`config.mk`:
```
export PLATFORM = sky130hd
export DESIGN_NAME = sha256_stream_hasher
export DESIGN_NICKNAME = d
export VERILOG_FILES = /design/src/rtl/s256_pkg.sv /design/src/rtl/s256_round.sv /design/src/rtl/sha256_stream_hasher.sv
export SDC_FILE = /design/constraint.sdc
export NUM_CORES = 2
export LEC_CHECK = 0
export BUFFER_PORTS_ARGS = -buffer_cell sky130_fd_sc_hd__buf_4
export CORE_ASPECT_RATIO = 1.75
export CORE_MARGIN = 5
export CORE_UTILIZATION = 60
export CTS_BUF_LIST = sky130_fd_sc_hd__clkbuf_4
export DETAILED_ROUTE_END_ITERATION = 7
export HOLD_SLACK_MARGIN = 0.05
export PLACE_DENSITY_LB_ADDON = 0.15
export SKIP_LAST_GASP = 1
export SLEW_MARGIN = 20
export SYNTH_ARGS = -nofsm -noshare
export SYNTH_HDL_FRONTEND = slang
export SYNTH_SLANG_ARGS = --single-unit
```
`constraint.sdc`:
```
create_clock -name clk -period 22.5 [get_ports clk]
set_input_delay 1.125 -clock clk [delete_from_list [all_inputs] [get_ports clk]]
set_output_delay 1.125 -clock clk [all_outputs]
set_load 0.02 [all_outputs]
```
`src/rtl/s256_pkg.sv`:
```
// ----------------------------------------------------------------------------
// s256_pkg
// Shared types, round constants and initial hash values for the SHA-256 hasher.
// ----------------------------------------------------------------------------
`default_nettype none

package s256_pkg;

  typedef logic [31:0] word_t;
  typedef word_t [7:0] hvec_t;   // index 0 is working variable a / H0

  localparam int unsigned BufWords = 16;
  localparam int unsigned Rounds   = 64;
  localparam int unsigned LenStart = 56;
  localparam logic [7:0]  PadByte  = 8'h80;
  localparam logic [63:0] BlockBits = 64'd512;

  localparam hvec_t InitHash = '{
    32'h5be0cd19, 32'h1f83d9ab, 32'h9b05688c, 32'h510e527f,
    32'ha54ff53a, 32'h3c6ef372, 32'hbb67ae85, 32'h6a09e667
  };

  localparam word_t [63:0] RoundK = '{
    32'hc67178f2, 32'hbef9a3f7, 32'ha4506ceb, 32'h90befffa,
    32'h8cc70208, 32'h84c87814, 32'h78a5636f, 32'h748f82ee,
    32'h682e6ff3, 32'h5b9cca4f, 32'h4ed8aa4a, 32'h391c0cb3,
    32'h34b0bcb5, 32'h2748774c, 32'h1e376c08, 32'h19a4c116,
    32'h106aa070, 32'hf40e3585, 32'hd6990624, 32'hd192e819,
    32'hc76c51a3, 32'hc24b8b70, 32'ha81a664b, 32'ha2bfe8a1,
    32'h92722c85, 32'h81c2c92e, 32'h766a0abb, 32'h650a7354,
    32'h53380d13, 32'h4d2c6dfc, 32'h2e1b2138, 32'h27b70a85,
    32'h14292967, 32'h06ca6351, 32'hd5a79147, 32'hc6e00bf3,
    32'hbf597fc7, 32'hb00327c8, 32'ha831c66d, 32'h983e5152,
    32'h76f988da, 32'h5cb0a9dc, 32'h4a7484aa, 32'h2de92c6f,
    32'h240ca1cc, 32'h0fc19dc6, 32'hefbe4786, 32'he49b69c1,
    32'hc19bf174, 32'h9bdc06a7, 32'h80deb1fe, 32'h72be5d74,
    32'h550c7dc3, 32'h243185be, 32'h12835b01, 32'hd807aa98,
    32'hab1c5ed5, 32'h923f82a4, 32'h59f111f1, 32'h3956c25b,
    32'he9b5dba5, 32'hb5c0fbcf, 32'h71374491, 32'h428a2f98
  };

  function automatic word_t rotr(input word_t x, input int unsigned n);
    rotr = (x >> n) | (x << (32 - n));
  endfunction

endpackage

`default_nettype wire

```
`src/rtl/s256_round.sv`:
```
// ----------------------------------------------------------------------------
// s256_round
// One SHA-256 compression round and the matching message schedule word.
// ----------------------------------------------------------------------------
`default_nettype none

module s256_round (
  input  s256_pkg::hvec_t       v_in,
  input  s256_pkg::word_t [15:0] win,
  input  logic                  use_mem,
  input  s256_pkg::word_t       mem_word,
  input  s256_pkg::word_t       k,
  output s256_pkg::word_t       w_out,
  output s256_pkg::hvec_t       v_out
);
  import s256_pkg::*;

  word_t s0, s1, sched, big0, big1, chs, mj, t1, t2;

  always_comb begin
    // Window entry 15 holds w[t-1], entry 0 holds w[t-16].
    s0    = rotr(win[1], 7) ^ rotr(win[1], 18) ^ (win[1] >> 3);
    s1    = rotr(win[14], 17) ^ rotr(win[14], 19) ^ (win[14] >> 10);
    sched = s1 + win[9] + s0 + win[0];
    w_out = use_mem ? mem_word : sched;

    big1 = rotr(v_in[4], 6) ^ rotr(v_in[4], 11) ^ rotr(v_in[4], 25);
    chs  = (v_in[4] & v_in[5]) ^ (~v_in[4] & v_in[6]);
    t1   = v_in[7] + big1 + chs + k + w_out;
    big0 = rotr(v_in[0], 2) ^ rotr(v_in[0], 13) ^ rotr(v_in[0], 22);
    mj   = (v_in[0] & v_in[1]) ^ (v_in[0] & v_in[2]) ^ (v_in[1] & v_in[2]);
    t2   = big0 + mj;

    v_out[7] = v_in[6];
    v_out[6] = v_in[5];
    v_out[5] = v_in[4];
    v_out[4] = v_in[3] + t1;
    v_out[3] = v_in[2];
    v_out[2] = v_in[1];
    v_out[1] = v_in[0];
    v_out[0] = t1 + t2;
  end

endmodule

`default_nettype wire

```
`src/rtl/sha256_stream_hasher.sv`:
```
// ----------------------------------------------------------------------------
// sha256_stream_hasher
// SHA-256 over a byte stream, with the block buffer held in a word memory.
// ----------------------------------------------------------------------------
// Data request: the 64th byte of a block starts a compression (a load step,
// 64 rounds, an update step); input is stalled until the compression is done.
// Finish request: the rest of the block is padded a byte at a time, length bytes
// included; an idle step and a compression first when the length does not fit.
// The final compression is followed by eight digest words, one per accepted cycle.
// Synchronous active-low reset clears the control state and restores the hash.
`default_nettype none

module sha256_stream_hasher (
  input  logic                clk,
  input  logic                rst_n,
  input  logic                in_valid,
  output logic                in_stall,
  input  logic                in_kind,
  input  logic [7:0]          in_data_byte,
  output logic                out_valid,
  input  logic                out_stall,
  output s256_pkg::word_t     out_digest_word,
  output logic [2:0]          out_word_index,
  output logic                out_last
);
  import s256_pkg::*;

  // Sequencer states.
  localparam logic [2:0] StIdle = 3'd0;
  localparam logic [2:0] StPad  = 3'd1;
  localparam logic [2:0] StLoad = 3'd2;
  localparam logic [2:0] StComp = 3'd3;
  localparam logic [2:0] StFold = 3'd4;
  localparam logic [2:0] StOut  = 3'd5;

  // Where the sequencer goes once a compression has been folded in.
  localparam logic [1:0] RetIdle = 2'd0;
  localparam logic [1:0] RetPad  = 2'd1;
  localparam logic [1:0] RetOut  = 2'd2;

  // The block buffer: sixteen big-endian words, written a byte at a time.
  word_t buf_mem [BufWords];
  word_t rd_q;
  logic  rd_en;
  logic [3:0] rd_addr;
  logic  wr_en;
  logic [5:0] wr_pos;
  logic [7:0] wr_byte;

  logic [2:0]  state_r, state_nxt;
  logic [1:0]  ret_r, ret_nxt;
  logic [5:0]  fill_r, fill_nxt;
  logic [63:0] total_r, total_nxt;
  logic [63:0] len_r, len_nxt;
  logic [6:0]  pos_r, pos_nxt;
  logic        extra_r, extra_nxt;
  logic [5:0]  rnd_r, rnd_nxt;
  logic [2:0]  idx_r, idx_nxt;
  logic        ovalid_r, ovalid_nxt;
  hvec_t       h_r, h_nxt;
  hvec_t       v_r, v_nxt;
  word_t [15:0] win_r, win_nxt;

  word_t w_t;
  hvec_t v_rnd;
  logic  in_acc;
  logic [2:0] len_sel;

  always_ff @(posedge clk) begin
    if (wr_en) begin
      buf_mem[wr_pos[5:2]][{~wr_pos[1:0], 3'b000} +: 8] <= wr_byte;
    end
    if (rd_en) begin
      rd_q <= buf_mem[rd_addr];
    end
  end

  s256_round u_round (
    .v_in     (v_r),
    .win      (win_r),
    .use_mem  (rnd_r < 6'(BufWords)),
    .mem_word (rd_q),
    .k        (RoundK[rnd_r]),
    .w_out    (w_t),
    .v_out    (v_rnd)
  );

  assign in_stall        = (state_r != StIdle);
  assign in_acc          = in_valid && !in_stall;
  assign out_valid       = ovalid_r;
  assign out_digest_word = h_r[idx_r];
  assign out_word_index  = idx_r;
  assign out_last        = (idx_r == 3'd7);

  // Length bytes go out most significant first at positions 56 to 63.
  assign len_sel = ~pos_r[2:0];

  always_comb begin
    state_nxt  = state_r;
    ret_nxt    = ret_r;
    fill_nxt   = fill_r;
    total_nxt  = total_r;
    len_nxt    = len_r;
    pos_nxt    = pos_r;
    extra_nxt  = extra_r;
    rnd_nxt    = rnd_r;
    idx_nxt    = idx_r;
    ovalid_nxt = ovalid_r;
    h_nxt      = h_r;
    v_nxt      = v_r;
    win_nxt    = win_r;
    wr_en      = 1'b0;
    wr_pos     = pos_r[5:0];
    wr_byte    = 8'h00;
    rd_en      = 1'b0;
    rd_addr    = 4'd0;

    unique case (state_r)
      StIdle: begin
        if (in_acc) begin
          wr_en  = 1'b1;
          wr_pos = fill_r;
          if (!in_kind) begin
            wr_byte  = in_data_byte;
            fill_nxt = fill_r + 6'd1;
            if (fill_r == 6'd63) begin
              state_nxt = StLoad;
              ret_nxt   = RetIdle;
            end
          end else begin
            // Pad marker, then zeros; an extra block when the length
            // no longer fits behind it.
            wr_byte   = PadByte;
            len_nxt   = total_r + {55'd0, fill_r, 3'b000};
            pos_nxt   = {1'b0, fill_r} + 7'd1;
            extra_nxt = (fill_r >= 6'(LenStart));
            state_nxt = StPad;
          end
        end
      end
      StPad: begin
        if (extra_r) begin
          if (pos_r[6]) begin
            state_nxt = StLoad;
            ret_nxt   = RetPad;
            pos_nxt   = 7'd0;
            extra_nxt = 1'b0;
          end else begin
            wr_en   = 1'b1;
            pos_nxt = pos_r + 7'd1;
          end
        end else begin
          wr_en   = 1'b1;
          pos_nxt = pos_r + 7'd1;
          if (pos_r >= 7'(LenStart)) begin
            wr_byte = len_r[{len_sel, 3'b000} +: 8];
          end
          if (pos_r == 7'd63) begin
            state_nxt = StLoad;
            ret_nxt   = RetOut;
          end
        end
      end
      StLoad: begin
        rd_en     = 1'b1;
        rd_addr   = 4'd0;
        v_nxt     = h_r;
        rnd_nxt   = 6'd0;
        state_nxt = StComp;
      end
      StComp: begin
        rd_en   = 1'b1;
        rd_addr = rnd_r[3:0] + 4'd1;
        v_nxt   = v_rnd;
        win_nxt = {w_t, win_r[15:1]};
        rnd_nxt = rnd_r + 6'd1;
        if (rnd_r == 6'(Rounds - 1)) begin
          state_nxt = StFold;
        end
      end
      StFold: begin
        for (int i = 0; i < 8; i++) begin
          h_nxt[i] = h_r[i] + v_r[i];
        end
        unique case (ret_r)
          RetIdle: begin
            total_nxt = total_r + BlockBits;
            state_nxt = StIdle;
          end
          RetPad: begin
            state_nxt = StPad;
          end
          RetOut: begin
            idx_nxt    = 3'd0;
            ovalid_nxt = 1'b1;
            state_nxt  = StOut;
          end
          default: begin
            state_nxt = StIdle;
          end
        endcase
      end
      StOut: begin
        if (!out_stall) begin
          idx_nxt = idx_r + 3'd1;
          if (idx_r == 3'd7) begin
            ovalid_nxt = 1'b0;
            h_nxt      = InitHash;
            total_nxt  = 64'd0;
            fill_nxt   = 6'd0;
            state_nxt  = StIdle;
          end
        end
      end
      default: begin
        state_nxt = StIdle;
      end
    endcase
  end

  always_ff @(posedge clk) begin
    if (!rst_n) begin
      state_r  <= StIdle;
      ret_r    <= RetIdle;
      fill_r   <= 6'd0;
      total_r  <= 64'd0;
      extra_r  <= 1'b0;
      idx_r    <= 3'd0;
      ovalid_r <= 1'b0;
      h_r      <= InitHash;
    end else begin
      state_r  <= state_nxt;
      ret_r    <= ret_nxt;
      fill_r   <= fill_nxt;
      total_r  <= total_nxt;
      extra_r  <= extra_nxt;
      idx_r    <= idx_nxt;
      ovalid_r <= ovalid_nxt;
      h_r      <= h_nxt;
    end
  end

  always_ff @(posedge clk) begin
    len_r <= len_nxt;
    pos_r <= pos_nxt;
    rnd_r <= rnd_nxt;
    v_r   <= v_nxt;
    win_r <= win_nxt;
  end

endmodule

`default_nettype wire

```
# After elaboration in Yosys (flattened, before gate mapping)
# Memories as Yosys holds them, arrays and structs flattened. A register that Yosys moved wholly into a read port is not among the register bits.
# Index checks and enable logic that the tools add are counted.
# word_totals
register_bits	1181
latch_bits	0
ramBits	512
mem_bits_ro	2048
in_bits	13
output_inout_bits	38
wordCells	218
mem_count	2
# op_classes
n_addsub	27
mul	0
n_div	0
n_lt_le_gt_ge	5
n_eq_ne	23
shift	3
muxes	68
n_bitwise	29
n_reduce_logical	19
# mem_list
memory	depth	word_bits	rd	rd_clocked_by_memory_dff	write_ports	line_no	rtl
(name not given)	64	32	1	1	0	sha256_stream_hasher.sv:83	.k (RoundK[rnd_r]),
buf_mem	16	32	1	1	1	sha256_stream_hasher.sv:42	word_t buf_mem [BufWords];
# ops
cell	count
one-hot mux 256 bit (2 select lines)	2
adder 32 bit	18
2-to-1 mux 256 bit	2
XOR 32 bit	9
2-to-1 mux 64 bit	3
bitwise AND 32 bit	5
2-to-1 mux 32 bit	4
one-hot mux 64 bit (2 select lines)	1
binary-select mux 32 bit (select 3 bit)	1
adder 64 x 10 -> 64 bit (second input constant)	1
adder 64 x 9 -> 64 bit	1
variable part select 64 x 7 -> 8 bit	1
2-to-1 mux 6 bit	7
2-to-1 mux 3 bit	11
2-to-1 mux 8 bit	4
NOT 32 bit	1
OR 10 x 32 -> 32 bit	1
OR 13 x 32 -> 32 bit	1
OR 14 x 32 -> 32 bit	1
OR 15 x 32 -> 32 bit	1
OR 19 x 32 -> 32 bit	1
OR 21 x 32 -> 32 bit	1
OR 25 x 32 -> 32 bit	1
OR 26 x 32 -> 32 bit	1
52 further kinds	95

# Longest topological paths before layout
# logic_depth
ltp_word	10
depth_mapped	42
depth_no_buf	42

# Cells and area by module
# From an unflattened synthesis, not the netlist that was laid out.
# unflattened
cells_unflattened	8908
area_unflattened_um2	96124.7
# modules_own_cells
mod	n_inst	cells_each	area_per_inst_um2	seq_area_each_um2
sha256_stream_hasher	1	7028	80666.1	48806.8
s256_round	1	1880	15458.6	0.0

# Worst setup path before layout
# No wires, ideal clock.
# synth_timing
path_kind	flip-flop to flip-flop
start	reg state_r[2]
end	reg win_r[0] in the netlist's numbering (enable)
setup_time_ns	1.077
arrival_time_ns	21.712
t_required_ns	21.423
path_slack_ns	-0.289
stages_incl_launch_ff	9
path_buffers	4
synth_period_minus_slack_ns	22.789
cell_sequence	dfxtp_1 buf_2 nand2b_1 buf_4 inv_1 nand2_1 inv_1 clkbuf_1 clkbuf_1
# synth_via
elab_chain_cells	1
# synth_rtl
element	line_no	rtl
from (decl)	sha256_stream_hasher.sv:50	logic [2:0] state_r, state_nxt;
from (signal assigned)	sha256_stream_hasher.sv:223	state_r <= StIdle;
from (signal assigned)	sha256_stream_hasher.sv:232	state_r <= state_nxt;
equality test 3 x 2 -> 1 bit	sha256_stream_hasher.sv:118	unique case (state_r)
to (signal assigned)	sha256_stream_hasher.sv:248	win_r <= win_nxt;
to (decl)	sha256_stream_hasher.sv:62	word_t [15:0] win_r, win_nxt;
# Every way passes these cells.
# A chain may end at the register's enable or synchronous reset.

==> results.cfg <==
[status]
outcome = complete, no violations

[placed_design]
postPlaceCellArea_um2 = 94900
place.gp.congestion = 0.997
detailed_place_hpwl_um = 211000
portBuffers = 50

[setup_path]
startpoint = win_r[468]
critPathRequiredTime_ps = 23380
crit_slowest_cell = o21ai_0
arrival_ps = 11780
cp_max_fo = 5
crit_path_end_kind = register
max_stage_delay_ps = 670
worst_r2r_endpoint = v_r[30]
criticalPathCategory = reg2reg
path_common_cell = fa_1
cp-start-kind = register
r2r_slack_ps = 11600
timing.rr.start = win_r[468]
endpoint = v_r[30]
reg2reg_depth = 37

[routing]
wl_um = 296000
drc = 0
viasPerCell = 6.35
drt_first_iter_violations = 7451
drt_pass1_iterations = 8
vias = 68900
drtAntennaViolNets = 0
avgRoutedWirePerCell_um = 27.3

[clock_network]
cts_root_buffer = clkbuf_4
cts_resized = 0
htreeDepth = 5
clk_pin_slew_ps = 60
cts_setup_buffers = 0
cts_buffer_depth = 4
clk_latency_ps = 1270
clock-sinks = 1745
cts_hold_repair.buffers = 0
cts_tree = done
cts_buffers = 407

[synth]
yosys_warnings = 0
ys_types = 101
ys_ff_latch = 1745
syn_avg_cell_area_um2 = 11.0
synthMuxAreaShare_pct = 3.55
synth_flop_cell = edfxtp_1
synth-compound-area-share_pct = 13.2
synth.cell_area_um2 = 93100
ys_seq_area_share_pct = 52.4
synthAdderAreaFrac_pct = 9.92
synth_top_family_by_area = compound AO/OA/AOI/OAI gates
syn_inst = 8456
async_flop_share_pct = 0
synth_simple_gate_area_share_pct = 11.4
syn_nets = 9067
synth-edff-count = 1386
yosys.area_share.xor_xnor_pct = 5.88

[floorplanning]
die-width_um = 308
pin_count = 51
core_area_um2 = 155000
row_count = 191
die-area_um2 = 163000
initial_core_util_pct = 60.2
die_h_um = 531

[sta]
min_period_ps = 10900
slew_headroom_pct = 19.2
maxSlewViolCount = 0
rsz0062_at_grt = no
max_freq_mhz = 91.7
fin_setup_tns_ps = 0
holdWs_ps = 319
finalCritPeriodShare_pct = 48.4
max_slew.worst_pin.slew_ps = 1200
setup_viol = 0
hold_viol_final = 0
skew_ps = 150

[grt]
grt_usage_pct = 35.4
grt_pass1_vias = 67700
gr-total-overflow = 0
antenna_found_initial = 15
grt_max_degree = 192
grt_pass1_wl_um = 433000

[worst_hold_path]
hold_class = in2reg

[run]
maxCapViolCount = 0

[layout]
syn_to_final_growth_pct = 7.61
fin_area_um2 = 100000
fin_util_pct = 64.8
drive_gt1_share_pct = 11.3
final_nets = 9117
[cell families (layout without fill, tap and decap cells)]
kind of cell,after synthesis,count (layout)
AO/OA/AOI/OAI,1885,1885
XOR/XNOR,621,621
adder cells (fa/ha/maj),627,627
buffers and inverters,882,1246
flip-flops,1745,1745
multiplexers,227,227
other,0,10
AND/OR/NAND/NOR,2469,2469
[Yosys cell counts (162+ instances only)]
cell / number / area (um^2)
nand2_1: 1275 / 4790
edfxtp_1: 1386 / 41600
clkbuf_1: 420 / 1580
nand3_1: 163 / 816
inv_1: 395 / 1480
fa_1: 195 / 3900
ha_1: 403 / 5040
xor2_1: 233 / 2040
o21ai_0: 384 / 1920
dfxtp_1: 359 / 7190
a21o_1: 162 / 1220
xnor2_1: 385 / 3370
nor2_1: 569 / 2140
a21oi_1: 480 / 2400
[per-stage QoR]
step,setup slack [ps],instances
floorplan,7620,8456
global placement,11700,10100
detailed placement,11690,10100
CTS,11590,10800
global route,10990,10900
finish,11600,10900
[flip-flops by register name, indices dropped and copies added, names as in the netlist, 2 cells and up]
register and count:
buf_mem 512, win_r 512, h_r 256, v_r 256, len_r 61, total_r 55, rd_q 32, u_round.k 32
pos_r 7, fill_r 6, rnd_r 6, out_word_index 3, state_r 3, ret_r 2
[critical path, delay by kind of cell (launching register included)]
family	cells	cell delay, ps
flops	1	470
simple gates	4	580
buf+inv	2	90
xor+xnor	5	1130
fa+ha+maj	9	3900
compound gates	16	3950
mux	1	440
[worst min-delay path by stage]
stage,start,cells past startpoint,endpoint
finish,out_stall,4,out_word_index[0]
global placement,win_r[266],0,win_r[234]
global route,out_stall,4,out_word_index[0]
CTS,out_stall,4,out_word_index[0]
floorplan,win_r[132],0,win_r[100]
detailed placement,win_r[134],0,win_r[102]
[layout make-up]
cell class                      instances  area, um^2
Clock inverter                        132         761
Sequential cell                      1745       48800
Antenna cell                           10        25.0
Tap cell                             2026        2530
Multi-Input combinational cell       5829       41100
Fill cell                           12200       54400
Timing Repair Buffer                  123         961
Inverter                              400        1530
Clock buffer                          591        4440
[cell usage in the layout, fill, tap and decap left out, types with 163 or more instances in the layout]
master | netlist | final
inv_1 | 395 | 391
xor2_1 | 233 | 233
nand2_1 | 1275 | 1268
clkbuf_4 | 0 | 591
a21oi_1 | 480 | 477
dfxtp_1 | 359 | 356
xnor2_1 | 385 | 385
fa_1 | 195 | 195
o21ai_0 | 384 | 384
edfxtp_1 | 1386 | 1386
nand3_1 | 163 | 163
ha_1 | 403 | 403
nor2_1 | 569 | 549
[layer usage]
layer / share of wire [%] / routed length (um) / GRT usage [%]
met1: 36 / 107000 / 42.2
met2: 49 / 144000 / 59.7
met3: 7.2 / 21300 / 5.90
met4: 7.9 / 23400 / 22.7
met5: 0.037 / 111 / 0
Power is left out: the tool's default activity adds up to more than one toggle a clock period on the data nets, which glitch-free logic cannot reach.
